==> config.mk <==
export PLATFORM = sky130hd
export DESIGN_NAME = hsv_to_rgb_convert_flat
export DESIGN_NICKNAME = d
export VERILOG_FILES = /design/src/hsvrgb_pkg.sv /design/src/hsv_if.sv /design/src/rgb_if.sv /design/src/hsvrgb_ctrl.sv /design/src/hsvrgb_sector.sv /design/src/hsvrgb_lane.sv /design/src/hsv_to_rgb_convert.sv /design/src/flat_wrapper.sv
export SDC_FILE = /design/constraint.sdc
export NUM_CORES = 2
export LEC_CHECK = 0
export ABC_AREA = 1
export BUFFER_PORTS_ARGS = -buffer_cell sky130_fd_sc_hd__buf_4
export CORE_AREA = 2 2 290 292
export CTS_CLUSTER_DIAMETER = 50
export DETAILED_ROUTE_END_ITERATION = 8
export DIE_AREA = 0 0 292 294
export PLACE_DENSITY = 0.89
export SYNTH_ARGS = -nofsm -noshare
export SYNTH_HDL_FRONTEND = slang
export SYNTH_SLANG_ARGS = --single-unit
==> constraint.sdc <==
create_clock -name clk -period 5.71 [get_ports clk]
set_input_delay 1.142 -clock clk [delete_from_list [all_inputs] [get_ports clk]]
set_output_delay 1.142 -clock clk [all_outputs]
set_load 0.02 [all_outputs]
==> src/hsvrgb_pkg.sv <==
// Shared constants, types and helpers for the HSV to RGB converter.
`timescale 1ns / 1ps

package hsvrgb_pkg;

	// Default channel width; saturation, value and the three colours share it.
	localparam int unsigned CHANNEL_BITS_DEF = 8;

	// Hue is degrees times 64 in a fixed 15-bit field.
	localparam int unsigned HUE_W       = 15;
	localparam int unsigned HUE_FULL    = 23040;
	localparam int unsigned SECTOR_SPAN = 3840;
	localparam int unsigned REM_W       = 12;
	localparam int unsigned SECT_W      = 3;

	// SECTOR_SPAN = SPAN_ODD << SPAN_SHIFT
	localparam int unsigned SPAN_SHIFT = 8;
	localparam int unsigned SPAN_ODD   = SECTOR_SPAN >> SPAN_SHIFT;

	// Register stages from input transfer to output register.
	localparam int unsigned NUM_STAGES = 6;

	// Hue sectors of 60 degrees each.
	localparam logic [SECT_W-1:0] SECT_RED     = 3'd0;
	localparam logic [SECT_W-1:0] SECT_YELLOW  = 3'd1;
	localparam logic [SECT_W-1:0] SECT_GREEN   = 3'd2;
	localparam logic [SECT_W-1:0] SECT_CYAN    = 3'd3;
	localparam logic [SECT_W-1:0] SECT_BLUE    = 3'd4;
	localparam logic [SECT_W-1:0] SECT_MAGENTA = 3'd5;

	// Load strobes for the pipeline registers, one per stage.
	typedef struct packed {
		logic s1;
		logic s2;
		logic s3;
		logic s4;
		logic s5;
		logic s6;
	} stage_en_t;

	// Hue at which a sector starts.
	function automatic logic [HUE_W-1:0] sect_base(input logic [SECT_W-1:0] sect);
		logic [HUE_W-1:0] base;
		case (sect)
			SECT_RED:     base = HUE_W'(0);
			SECT_YELLOW:  base = HUE_W'(SECTOR_SPAN);
			SECT_GREEN:   base = HUE_W'(2 * SECTOR_SPAN);
			SECT_CYAN:    base = HUE_W'(3 * SECTOR_SPAN);
			SECT_BLUE:    base = HUE_W'(4 * SECTOR_SPAN);
			SECT_MAGENTA: base = HUE_W'(5 * SECTOR_SPAN);
			default:      base = HUE_W'(0);
		endcase
		return base;
	endfunction

endpackage

==> src/hsv_if.sv <==
// Valid/ready channel carrying one HSV pixel.
`timescale 1ns / 1ps

interface hsv_if import hsvrgb_pkg::*; #(
	parameter int unsigned CHANNEL_BITS = CHANNEL_BITS_DEF
);
	logic                    valid;
	logic                    ready;
	logic [HUE_W-1:0]        hue;
	logic [CHANNEL_BITS-1:0] saturation;
	logic [CHANNEL_BITS-1:0] value;

	modport source (output valid, output hue, output saturation, output value, input ready);
	modport sink   (input valid, input hue, input saturation, input value, output ready);
endinterface

==> src/rgb_if.sv <==
// Valid/ready channel carrying one RGB pixel.
`timescale 1ns / 1ps

interface rgb_if import hsvrgb_pkg::*; #(
	parameter int unsigned CHANNEL_BITS = CHANNEL_BITS_DEF
);
	logic                    valid;
	logic                    ready;
	logic [CHANNEL_BITS-1:0] red;
	logic [CHANNEL_BITS-1:0] green;
	logic [CHANNEL_BITS-1:0] blue;

	modport source (output valid, output red, output green, output blue, input ready);
	modport sink   (input valid, input red, input green, input blue, output ready);
endinterface

==> src/hsvrgb_ctrl.sv <==
// Valid bits and per-stage load strobes for the converter pipeline.
`timescale 1ns / 1ps

module hsvrgb_ctrl import hsvrgb_pkg::*; (
	input  logic      clk,
	input  logic      arst_n,
	input  logic      in_valid,
	output logic      in_ready,
	output logic      out_valid,
	input  logic      out_ready,
	output stage_en_t en
);

	logic [NUM_STAGES:1] vld_q;
	logic [NUM_STAGES:1] up;
	logic [NUM_STAGES:1] rdy;
	logic [NUM_STAGES:1] load;

	// A stage takes new data when it is empty or its contents move on.
	always_comb begin
		rdy[NUM_STAGES] = !vld_q[NUM_STAGES] || out_ready;
		for (int i = NUM_STAGES - 1; i >= 1; i--) begin
			rdy[i] = !vld_q[i] || rdy[i+1];
		end
		up[1] = in_valid;
		for (int i = 2; i <= NUM_STAGES; i++) begin
			up[i] = vld_q[i-1];
		end
		load = rdy & up;
	end

	always_ff @(posedge clk or negedge arst_n) begin
		if (!arst_n) begin
			vld_q <= '0;
		end else begin
			for (int i = 1; i <= NUM_STAGES; i++) begin
				if (rdy[i]) begin
					vld_q[i] <= up[i];
				end
			end
		end
	end

	assign in_ready  = rdy[1];
	assign out_valid = vld_q[NUM_STAGES];

	assign en.s1 = load[1];
	assign en.s2 = load[2];
	assign en.s3 = load[3];
	assign en.s4 = load[4];
	assign en.s5 = load[5];
	assign en.s6 = load[6];

endmodule

==> src/hsvrgb_sector.sv <==
// First stage: hue wrap, sector split and remainder.
`timescale 1ns / 1ps

module hsvrgb_sector import hsvrgb_pkg::*; #(
	parameter int unsigned CHANNEL_BITS = CHANNEL_BITS_DEF
) (
	input  logic                    clk,
	input  logic                    en,
	input  logic [HUE_W-1:0]        hue,
	input  logic [CHANNEL_BITS-1:0] saturation,
	input  logic [CHANNEL_BITS-1:0] value,
	output logic [SECT_W-1:0]       sect_s1,
	output logic [REM_W-1:0]        rem_s1,
	output logic                    grey_s1,
	output logic [CHANNEL_BITS-1:0] sat_s1,
	output logic [CHANNEL_BITS-1:0] val_s1
);

	logic [HUE_W-1:0]  hue_wrap;
	logic [SECT_W-1:0] sect;
	logic [HUE_W-1:0]  rem_full;

	always_comb begin
		// one subtraction covers every 15-bit hue
		hue_wrap = (hue >= HUE_W'(HUE_FULL)) ? hue - HUE_W'(HUE_FULL) : hue;
		sect = SECT_RED;
		for (int i = 1; i < 6; i++) begin
			if (hue_wrap >= HUE_W'(i * SECTOR_SPAN)) begin
				sect = SECT_W'(i);
			end
		end
		rem_full = hue_wrap - sect_base(sect);
	end

	always_ff @(posedge clk) begin
		if (en) begin
			sect_s1 <= sect;
			rem_s1  <= rem_full[REM_W-1:0];
			grey_s1 <= (saturation == '0);
			sat_s1  <= saturation;
			val_s1  <= value;
		end
	end

endmodule

==> src/hsvrgb_lane.sv <==
// One channel term: v*(M*3840 - s*k) / (M*3840), truncated, over four stages.
`timescale 1ns / 1ps

module hsvrgb_lane import hsvrgb_pkg::*; #(
	parameter int unsigned CHANNEL_BITS = CHANNEL_BITS_DEF
) (
	input  logic                    clk,
	input  stage_en_t               en,
	input  logic [CHANNEL_BITS-1:0] sat_s1,
	input  logic [REM_W-1:0]        k_s1,
	input  logic [CHANNEL_BITS-1:0] val_s2,
	output logic [CHANNEL_BITS-1:0] quot
);

	localparam int unsigned N   = CHANNEL_BITS;
	localparam int unsigned PW  = N + REM_W;     // s*k and the numerator
	localparam int unsigned XW  = 2 * N + REM_W; // v times numerator
	localparam int unsigned YW  = XW - SPAN_SHIFT;
	localparam int unsigned DW  = N + 4;         // 15*M
	localparam logic [N-1:0]  M    = '1;
	localparam logic [PW-1:0] DEN  = PW'(M) * PW'(SECTOR_SPAN);
	localparam logic [DW-1:0] DIV  = DW'(M) * DW'(SPAN_ODD);
	localparam logic [63:0]   RECIP_FULL = (64'd1 << YW) / 64'(DIV);
	localparam int unsigned   RW   = $clog2(RECIP_FULL + 64'd1);
	localparam logic [RW-1:0] RECIP = RW'(RECIP_FULL);

	logic [PW-1:0]    prod_s2;
	logic [XW-1:0]    x_s3;
	logic [YW-1:0]    y_s4;
	logic [N-1:0]     qhat_s4;
	logic [YW-1:0]    y_s5;
	logic [YW-1:0]    pd_s5;
	logic [N-1:0]     qhat_s5;
	logic [PW-1:0]    num;
	logic [YW+RW-1:0] yr;
	logic [YW-1:0]    resid;

	// Stage 2: saturation times hue weight.
	always_ff @(posedge clk) begin
		if (en.s2) begin
			prod_s2 <= PW'(sat_s1) * PW'(k_s1);
		end
	end

	// Stage 3: numerator, then times value.
	assign num = DEN - prod_s2;

	always_ff @(posedge clk) begin
		if (en.s3) begin
			x_s3 <= XW'(val_s2) * XW'(num);
		end
	end

	// Stage 4: drop the power-of-two part of the divisor, estimate the
	// quotient by 15*M with a reciprocal; the estimate is low by at most one.
	assign yr = (YW+RW)'(x_s3[XW-1:SPAN_SHIFT]) * (YW+RW)'(RECIP);

	always_ff @(posedge clk) begin
		if (en.s4) begin
			y_s4    <= x_s3[XW-1:SPAN_SHIFT];
			qhat_s4 <= yr[YW +: N];
		end
	end

	// Stage 5: multiply the estimate back.
	always_ff @(posedge clk) begin
		if (en.s5) begin
			y_s5    <= y_s4;
			qhat_s5 <= qhat_s4;
			pd_s5   <= YW'(qhat_s4) * YW'(DIV);
		end
	end

	// Correct a low estimate.
	assign resid = y_s5 - pd_s5;
	assign quot  = (resid >= YW'(DIV)) ? qhat_s5 + N'(1) : qhat_s5;

endmodule

==> src/hsv_to_rgb_convert.sv <==
// Top level of the HSV to RGB pixel converter.
`timescale 1ns / 1ps

// HSV to RGB converter. Takes hue (degrees times 64, wrapped once modulo 360
// degrees), saturation and value as CHANNEL_BITS-bit fractions where all ones
// means 1.0, and returns red, green and blue in the same format, truncated.
// One pixel enters per clock while the first stage is not held by an output
// stall. A result passes through six register stages from its input transfer
// to the output register (sector split, weight multiply, value multiply,
// reciprocal estimate, multiply-back, output select). The throughput is one
// pixel per cycle whenever the output side is ready. A stall on the output
// holds each occupied stage that has no empty stage after it, while stages
// before an empty stage keep moving into it, so no pixel is lost or repeated.
// Zero saturation gives grey. There is no configuration and no state between
// pixels.

module hsv_to_rgb_convert import hsvrgb_pkg::*; #(
	parameter int unsigned CHANNEL_BITS = CHANNEL_BITS_DEF
) (
	input logic clk,
	input logic arst_n,
	hsv_if.sink hsv,
	rgb_if.source rgb
);

	localparam int unsigned N = CHANNEL_BITS;

	stage_en_t         en;

	logic [SECT_W-1:0] sect_s1, sect_s2, sect_s3, sect_s4, sect_s5;
	logic              grey_s1, grey_s2, grey_s3, grey_s4, grey_s5;
	logic [N-1:0]      val_s1, val_s2, val_s3, val_s4, val_s5;
	logic [N-1:0]      sat_s1;
	logic [REM_W-1:0]  rem_s1;
	logic [REM_W-1:0]  kp, kq, kt;
	logic [N-1:0]      p, q, t;
	logic [N-1:0]      red_s6, green_s6, blue_s6;

	// handshake and valid bits
	hsvrgb_ctrl u_ctrl (
		.clk       (clk),
		.arst_n    (arst_n),
		.in_valid  (hsv.valid),
		.in_ready  (hsv.ready),
		.out_valid (rgb.valid),
		.out_ready (rgb.ready),
		.en        (en)
	);

	// stage 1: wrap hue, split into sector and remainder
	hsvrgb_sector #(.CHANNEL_BITS(N)) u_sector (
		.clk        (clk),
		.en         (en.s1),
		.hue        (hsv.hue),
		.saturation (hsv.saturation),
		.value      (hsv.value),
		.sect_s1    (sect_s1),
		.rem_s1     (rem_s1),
		.grey_s1    (grey_s1),
		.sat_s1     (sat_s1),
		.val_s1     (val_s1)
	);

	// Weights per term: p uses the full span, q the remainder, t its complement.
	assign kp = REM_W'(SECTOR_SPAN);
	assign kq = rem_s1;
	assign kt = REM_W'(SECTOR_SPAN) - rem_s1;

	hsvrgb_lane #(.CHANNEL_BITS(N)) u_lane_p (
		.clk    (clk),
		.en     (en),
		.sat_s1 (sat_s1),
		.k_s1   (kp),
		.val_s2 (val_s2),
		.quot   (p)
	);

	hsvrgb_lane #(.CHANNEL_BITS(N)) u_lane_q (
		.clk    (clk),
		.en     (en),
		.sat_s1 (sat_s1),
		.k_s1   (kq),
		.val_s2 (val_s2),
		.quot   (q)
	);

	hsvrgb_lane #(.CHANNEL_BITS(N)) u_lane_t (
		.clk    (clk),
		.en     (en),
		.sat_s1 (sat_s1),
		.k_s1   (kt),
		.val_s2 (val_s2),
		.quot   (t)
	);

	// Carry sector, grey flag and value alongside the lanes.
	always_ff @(posedge clk) begin
		if (en.s2) begin
			sect_s2 <= sect_s1;
			grey_s2 <= grey_s1;
			val_s2  <= val_s1;
		end
		if (en.s3) begin
			sect_s3 <= sect_s2;
			grey_s3 <= grey_s2;
			val_s3  <= val_s2;
		end
		if (en.s4) begin
			sect_s4 <= sect_s3;
			grey_s4 <= grey_s3;
			val_s4  <= val_s3;
		end
		if (en.s5) begin
			sect_s5 <= sect_s4;
			grey_s5 <= grey_s4;
			val_s5  <= val_s4;
		end
	end

	// Stage 6: pick channels by sector into the output register; grey
	// overrides. The register holds while the output transfer is stalled.
	always_ff @(posedge clk) begin
		if (en.s6) begin
			if (grey_s5) begin
				red_s6   <= val_s5;
				green_s6 <= val_s5;
				blue_s6  <= val_s5;
			end else begin
				case (sect_s5)
					SECT_RED: begin
						red_s6 <= val_s5; green_s6 <= t;      blue_s6 <= p;
					end
					SECT_YELLOW: begin
						red_s6 <= q;      green_s6 <= val_s5; blue_s6 <= p;
					end
					SECT_GREEN: begin
						red_s6 <= p;      green_s6 <= val_s5; blue_s6 <= t;
					end
					SECT_CYAN: begin
						red_s6 <= p;      green_s6 <= q;      blue_s6 <= val_s5;
					end
					SECT_BLUE: begin
						red_s6 <= t;      green_s6 <= p;      blue_s6 <= val_s5;
					end
					default: begin
						red_s6 <= val_s5; green_s6 <= p;      blue_s6 <= q;
					end
				endcase
			end
		end
	end

	assign rgb.red   = red_s6;
	assign rgb.green = green_s6;
	assign rgb.blue  = blue_s6;

endmodule
==> src/flat_wrapper.sv <==
// flat-port wrapper written by rule: the top's interface ports become plain ports
module hsv_to_rgb_convert_flat import hsvrgb_pkg::*;
#(
	parameter int unsigned CHANNEL_BITS = CHANNEL_BITS_DEF
)
  (clk, arst_n, hsv_valid, hsv_hue, hsv_saturation, hsv_value, hsv_ready, rgb_valid, rgb_red, rgb_green, rgb_blue, rgb_ready);
  hsv_if #(.CHANNEL_BITS(CHANNEL_BITS)) hsv_i ();
  rgb_if #(.CHANNEL_BITS(CHANNEL_BITS)) rgb_i ();
  input logic clk;
  input logic arst_n;
  input wire logic [$bits(hsv_i.valid)-1:0] hsv_valid;
  input wire logic [$bits(hsv_i.hue)-1:0] hsv_hue;
  input wire logic [$bits(hsv_i.saturation)-1:0] hsv_saturation;
  input wire logic [$bits(hsv_i.value)-1:0] hsv_value;
  output wire logic [$bits(hsv_i.ready)-1:0] hsv_ready;
  output wire logic [$bits(rgb_i.valid)-1:0] rgb_valid;
  output wire logic [$bits(rgb_i.red)-1:0] rgb_red;
  output wire logic [$bits(rgb_i.green)-1:0] rgb_green;
  output wire logic [$bits(rgb_i.blue)-1:0] rgb_blue;
  input wire logic [$bits(rgb_i.ready)-1:0] rgb_ready;
  assign hsv_i.valid = hsv_valid;
  assign hsv_i.hue = hsv_hue;
  assign hsv_i.saturation = hsv_saturation;
  assign hsv_i.value = hsv_value;
  assign hsv_ready = hsv_i.ready;
  assign rgb_valid = rgb_i.valid;
  assign rgb_red = rgb_i.red;
  assign rgb_green = rgb_i.green;
  assign rgb_blue = rgb_i.blue;
  assign rgb_i.ready = rgb_ready;
  hsv_to_rgb_convert #(.CHANNEL_BITS(CHANNEL_BITS)) u_core (.clk(clk), .arst_n(arst_n), .hsv(hsv_i), .rgb(rgb_i));
endmodule
# After elaboration in Yosys (flattened, before gate mapping)
# Index checks and enable logic that the tools add are counted.
# op_classes
addsub,12
mul,12
order_cmp,9
eq_ne,9
mux,16
bitwise,1
n_reduce_logical,18
# ops
cell,n
multiplier 8 x 20 -> 28 bit,3
"multiplier 20 x 8 -> 27 bit, second input constant",3
case mux 8 bit (3 select lines),3
"greater-or-equal comparator 20 x 12 -> 1 bit, second input constant",3
"multiplier 8 x 12 -> 20 bit, second input constant",3
case mux 12 bit (5 select lines),1
subtractor 20 bit,3
"subtractor 20 bit, first input constant",3
2-to-1 mux 8 bit,6
multiplier 8 x 12 -> 20 bit,2
"greater-or-equal comparator 15 x 14 -> 1 bit, second input constant",2
"greater-or-equal comparator 15 bit, second input constant",2
"adder 8 x 1 -> 8 bit, second input constant",3
"greater-or-equal comparator 15 x 12 -> 1 bit, second input constant",1
"greater-or-equal comparator 15 x 13 -> 1 bit, second input constant",1
2-to-1 mux 15 bit,1
"subtractor 15 bit, second input constant",1
"== test 3 x 2 -> 1 bit, second input constant",4
"multiplier 8 x 4 -> 12 bit, second input constant",1
2-to-1 mux 3 bit,4
subtractor 12 bit,1
"subtractor 12 bit, first input constant",1
"== test 3 bit, second input constant",3
logical NOT 8 bit,1
7 further kinds,21
# totals
reg_bits,474
in_bits,35
output_inout_bits,26
wordCells,124

# Depth between registers and ports, before layout
# depth
ltp_word,11
depth_mapped,32
ltp_nobuf,31

# Cells and area by module
# From an unflattened synthesis, not the netlist that was laid out.
# unflattened
cells_unflattened,6795
area_unflattened_um2,56720.6
# modules_own_cells
mod,instances,cells_per_inst,area_per_inst_um2,seq_area_each_um2
hsvrgb_lane at u_core.u_lane_p,1,2094,17226.5,3363.2
hsvrgb_lane at u_core.u_lane_q,1,2086,17071.4,3363.2
hsvrgb_lane at u_core.u_lane_t,1,2058,16967.5,3363.2
hsv_to_rgb_convert,1,386,3588.4,2162.1
hsvrgb_sector,1,136,1582.8,960.9
hsvrgb_ctrl,1,35,284.0,150.1

# Least setup slack after synthesis
# OpenSTA, ideal clock, no wires.
# synth_timing
path_type,flip-flop to flip-flop
from,register u_core.u_lane_t.prod_s2[0] (netlist name)
to,"register u_core.u_lane_q.x_s3[24], data pin"
setup_time_ps,264
arrival_time_ps,5548
required_time_ps,5446
path_slack_ps,-102
path_stages_with_launch,28
period_less_slack_ps,5812
cell_sequence,edfxtp_1 > buf_6 > inv_1 > ha_1 > nand2_1 > or3_1 > nor2_1 > nand2_1 > nor2_2 > o21ai_1 > nor2_1 > inv_2 > nand3_1 > xor2_1 > nor2_1 > fa_1 > fa_1 > fa_1 > inv_1 > fa_1 > inv_1 > ha_1 > nand2_1 > nor3_1 > nand3_1 > nand3_1 > a31oi_1 > xor2_1
# synth_lines
element,line_no,rtl
end signal: assignment,hsvrgb_lane.sv:50,x_s3 <= XW'(val_s2) * XW'(num);
end: declaration,hsvrgb_lane.sv:28,logic [XW-1:0] x_s3;

# Worst setup path in the final report
# layout_timing
from,register u_core.u_lane_t.prod_s2[0]
to,"register u_core.u_lane_t.x_s3[27], data pin"
# layout_between
elab_chain_cells,2
# layout_lines
element,line_no,rtl
start: declaration,hsvrgb_lane.sv:27,logic [PW-1:0] prod_s2;
start signal: assignment,hsvrgb_lane.sv:41,prod_s2 <= PW'(sat_s1) * PW'(k_s1);
subtractor 20 bit,hsvrgb_lane.sv:46,assign num = DEN - prod_s2;
multiplier 8 x 20 -> 28 bit,hsvrgb_lane.sv:50,
end signal: assignment,hsvrgb_lane.sv:50,
end: declaration,hsvrgb_lane.sv:28,
# No other way between the ends.
# A chain may end at the register's enable or synchronous reset.

==> results.md <==
- For this block, the initial DRC count from the detailed router was 5024.
- The kind of critical path is reg2reg.
- Among all flip-flop cells after synthesis, the most frequent one is sky130_fd_sc_hd__edfxtp_1.
- The gate count of the mapped netlist is 5561.
- The first global-routing pass estimated 198500 um of wire.
- The number of nets in the synthesized netlist is 6742.
- The total number of H-tree levels is 2.
- Across all register-to-register paths, the minimum setup slack is -640 ps.
- The final reports fail on negative setup slack.
- After clock tree synthesis, the clock-pin slew on the worst setup and hold paths is 70 ps.
- The number of top-level pins is 61.
- Headroom to the max-slew limit came out at 19.98%.
- In the finished design, the share of the clock period the worst path needs comes to 111.3%.
- Once routing completed, OpenROAD measured the worst setup slack at -644.6 ps.
- The peak per-stage delay on the critical path is 580 ps.
- The clock skew after layout is 35.83 ps.
- The placement row count is 106.
- The number of max-capacitance violations reported is 0.
- The number of buffers created by CTS is 57.
- The source of the worst register-to-register timing path is u_core.u_lane_t.prod_s2[0].
- The run finished, with violations left.
- The final critical delay including setup and external delays is 6355 ps.
- The netlist uses 59 different library cells.
- The fraction of registers with async set or reset after synthesis is 1.373%.
- Once detail routing completed, the nets flagged for antenna violations numbered 0.
- The worst setup path is captured at a flop.
- The Yosys step of the flow raised 0 warnings.
- Cells with a size suffix above 1 make up 11.10% of the layout.
- The data required time of the worst path is 6090 ps.
- The tightest hold path in the finished design has a slack of 301.2 ps.
- The global routing usage summed across all routing layers is 28.50%.
- The dominant cell type by count on the critical path is sky130_fd_sc_hd__fa_1.
- The path class of the tightest hold or removal check is in2async.
- The HPWL after detailed placement is 91060 um.
- The synthesis-to-finish area growth is 12.27%.
- The total clock sinks is 437.
- Timing analysis after detailed placement gives a worst setup slack of -234.2 ps.
- The via count of the first global-routing pass is 40962.
- The clock passes through at most 3 buffers.
- The library cell used as clock root buffer is sky130_fd_sc_hd__clkbuf_16.
- The number of vias per cell is 5.936.
- The number of enable-type register cells in the synthesized netlist is 431.
- After synthesis the cells add up to 49250 sq um.
- For this block, the routed nets add up to 136900 um of wire.
- In the final design database the tool counted 6962 nets.
- At the pin with the least slew margin, the transition time is 1196 ps.
- The initial antenna violation count was 5.
- The worst register-to-register path ends at u_core.u_lane_t.x_s3[27].
- Entering global routing, the biggest net connects 76 pins.
- The data arrival time of the worst path is 6740 ps.
- The element type at the critical path start is a flop.
- For this design, the CTS-stage hold fixing added 0 buffers.
- At the end of routability-driven placement, the weighted congestion stood at 0.9227.
- The average detailed-routed wire length per instance is 19.82 um.
- The final number of setup-violating endpoints is 30.
- Sequential elements use 26.59% of the synthesized area.
- In the routed design, unresolved DRC markers number 0.
- In this run the mean area of a mapped cell was 8.856 sq um.
- In this run the horizontal extent of the chip is 292 um.
- The die footprint is 85850 sq um.
- TritonCTS built the clock tree.
- Among all stages on the critical path, the largest delay is contributed by sky130_fd_sc_hd__fa_1.
- Static timing analysis puts the maximum clock frequency at 157.4 MHz.
- The region available for standard cell placement spans 82890 sq um.
- Setup repair after global routing could not meet its margin everywhere.
- The final count of pins violating max slew was 0.
- After synthesis the netlist holds a flip-flop and latch count of 437.
- The count of endpoints failing hold in the final timing report is 0.
- The initial core utilization is 59.41%.
- The detailed router placed 41007 vias in this run.
- The logic depth of the worst register-to-register path is 28.
- The pre-antenna-repair detailed-routing pass consisted of 8 iterations.
- The number of buffer cells added on primary ports is 60.
- Global routing finished with a remaining overflow of 0.
- The die outline height is 294 um.
- The clock latency at the later pin of the worst-skew pair is 650 ps.
- Along the worst path, the maximum fanout reaches 7.
critical path, delay by kind of cell (launching register included):
family | cells | cell delay, ps
flops | 1 | 420
fa+ha+maj | 6 | 2570
xor+xnor | 2 | 330
simple gates | 10 | 1370
compound gates | 5 | 960
buf+inv | 5 | 470
what timing repair did:
item                                    4_1_cts  5_1_grt
buffers inserted                             15       37
gates resized for setup                      62      231
pin swaps                                    36      103
endpoints found under the setup margin       19       40
how the worst max path moves through the flow:
stage | depth (start not counted) | end | startpoint | slack (ps)
after floorplan | 27 | u_core.u_lane_t.x_s3[26] | u_core.u_lane_t.prod_s2[0] | 20
after global placement | 28 | u_core.u_lane_t.x_s3[25] | u_core.u_lane_t.prod_s2[0] | 4
after detailed placement | 27 | u_core.u_lane_t.x_s3[23] | u_core.u_lane_t.prod_s2[0] | -230
after CTS | 33 | u_core.u_lane_t.x_s3[24] | u_core.u_lane_t.prod_s2[0] | -40
after global routing | 28 | u_core.u_lane_t.x_s3[27] | u_core.u_lane_t.prod_s2[0] | -750
final | 28 | u_core.u_lane_t.x_s3[27] | u_core.u_lane_t.prod_s2[0] | -640
cell usage in the layout (no fill, tap or decap), drive strengths merged, types with 6 or more instances in the layout:
cell type and n:
xor2 151, nand3 211, nor2 520, nor3 38, o21ai 141, nor4 10
a31oi 9, a211oi 6, fa 528, edfxtp 431, nand2 1031, inv 1265
buf 242, nand4 39, or2 28, a21boi 7, and2 6, o31ai 7
a21o 16, a21oi 293, ha 618, clkinv 25, clkbuf 64, nand3b 18
xnor2 67, dfrtp 6, o21bai 19
kinds of logic after synthesis:
kind of cell	after synthesis	synth area share [%]
flops	437	26.59
xor+xnor	218	3.953
fa+ha+maj	1146	37.17
buf+inv	1336	10.21
compound gates	519	5.788
simple gates	1905	16.30
stage by stage:
stage / instances / TNS (ps) / cell area [sq um] / utilization (%)
floorplan: 5561 / 0 / 49270 / -
global placement: 6751 / 0 / 51770 / 62.45
detailed placement: 6751 / -2143 / 51770 / 62.45
CTS: 6871 / -81.82 / 54040 / 65.20
global route: 6907 / -14820 / 55290 / 66.70
finish: 6908 / -9019 / 55290 / 66.70
area by class of cell:
cell class	count	area, sq um
Timing Repair Buffer	242	1864
Sequential cell	437	13090
Tap cell	1080	1351
Inverter	1255	4720
Fill cell	5353	27600
Clock inverter	41	424.2
Clock buffer	64	1453
Multi-Input combinational cell	3788	32380
Antenna cell	1	2.502
metal layers:
metal | vias up | global-route usage (%) | wire (um)
li1 | 17929 | - | -
met5 | - | 0 | 52
met4 | 8 | 13.65 | 9786
met3 | 993 | 5.121 | 14710
met2 | 2828 | 50.15 | 65570
met1 | 19249 | 33.79 | 46830
cell usage after synthesis (all sizes together) (2+ instances only):
| cell type | instances | area share [%] |
|---|---|---|
| nand4 | 39 | 0.50 |
| a21boi | 7 | 0.11 |
| o22ai | 2 | 0.025 |
| clkbuf | 71 | 0.54 |
| fa | 528 | 21 |
| clkinv | 3 | 0.023 |
| nor3 | 38 | 0.42 |
| nor2 | 520 | 4.1 |
| or3 | 4 | 0.061 |
| edfxtp | 431 | 26 |
| a211oi | 6 | 0.091 |
| dfrtp | 6 | 0.30 |
| o2111ai | 2 | 0.036 |
| a21oi | 293 | 3.0 |
| nand2 | 1031 | 8.1 |
| inv | 1252 | 9.5 |
| o31ai | 7 | 0.12 |
| o211ai | 5 | 0.076 |
| o21ai | 141 | 1.4 |
| xnor2 | 67 | 1.2 |
| a31oi | 9 | 0.11 |
| xor2 | 151 | 2.8 |
| buf | 10 | 0.10 |
| o221ai | 5 | 0.089 |
| nor4 | 10 | 0.13 |
| o21a | 5 | 0.076 |
| nand3 | 211 | 2.2 |
| a21o | 16 | 0.24 |
| or2 | 28 | 0.37 |
| o21bai | 19 | 0.29 |
| and2 | 6 | 0.081 |
| nand3b | 18 | 0.31 |
| ha | 618 | 16 |
Power is left out: the tool's default activity adds up to more than one toggle a clock period on the data nets, which glitch-free logic cannot reach.
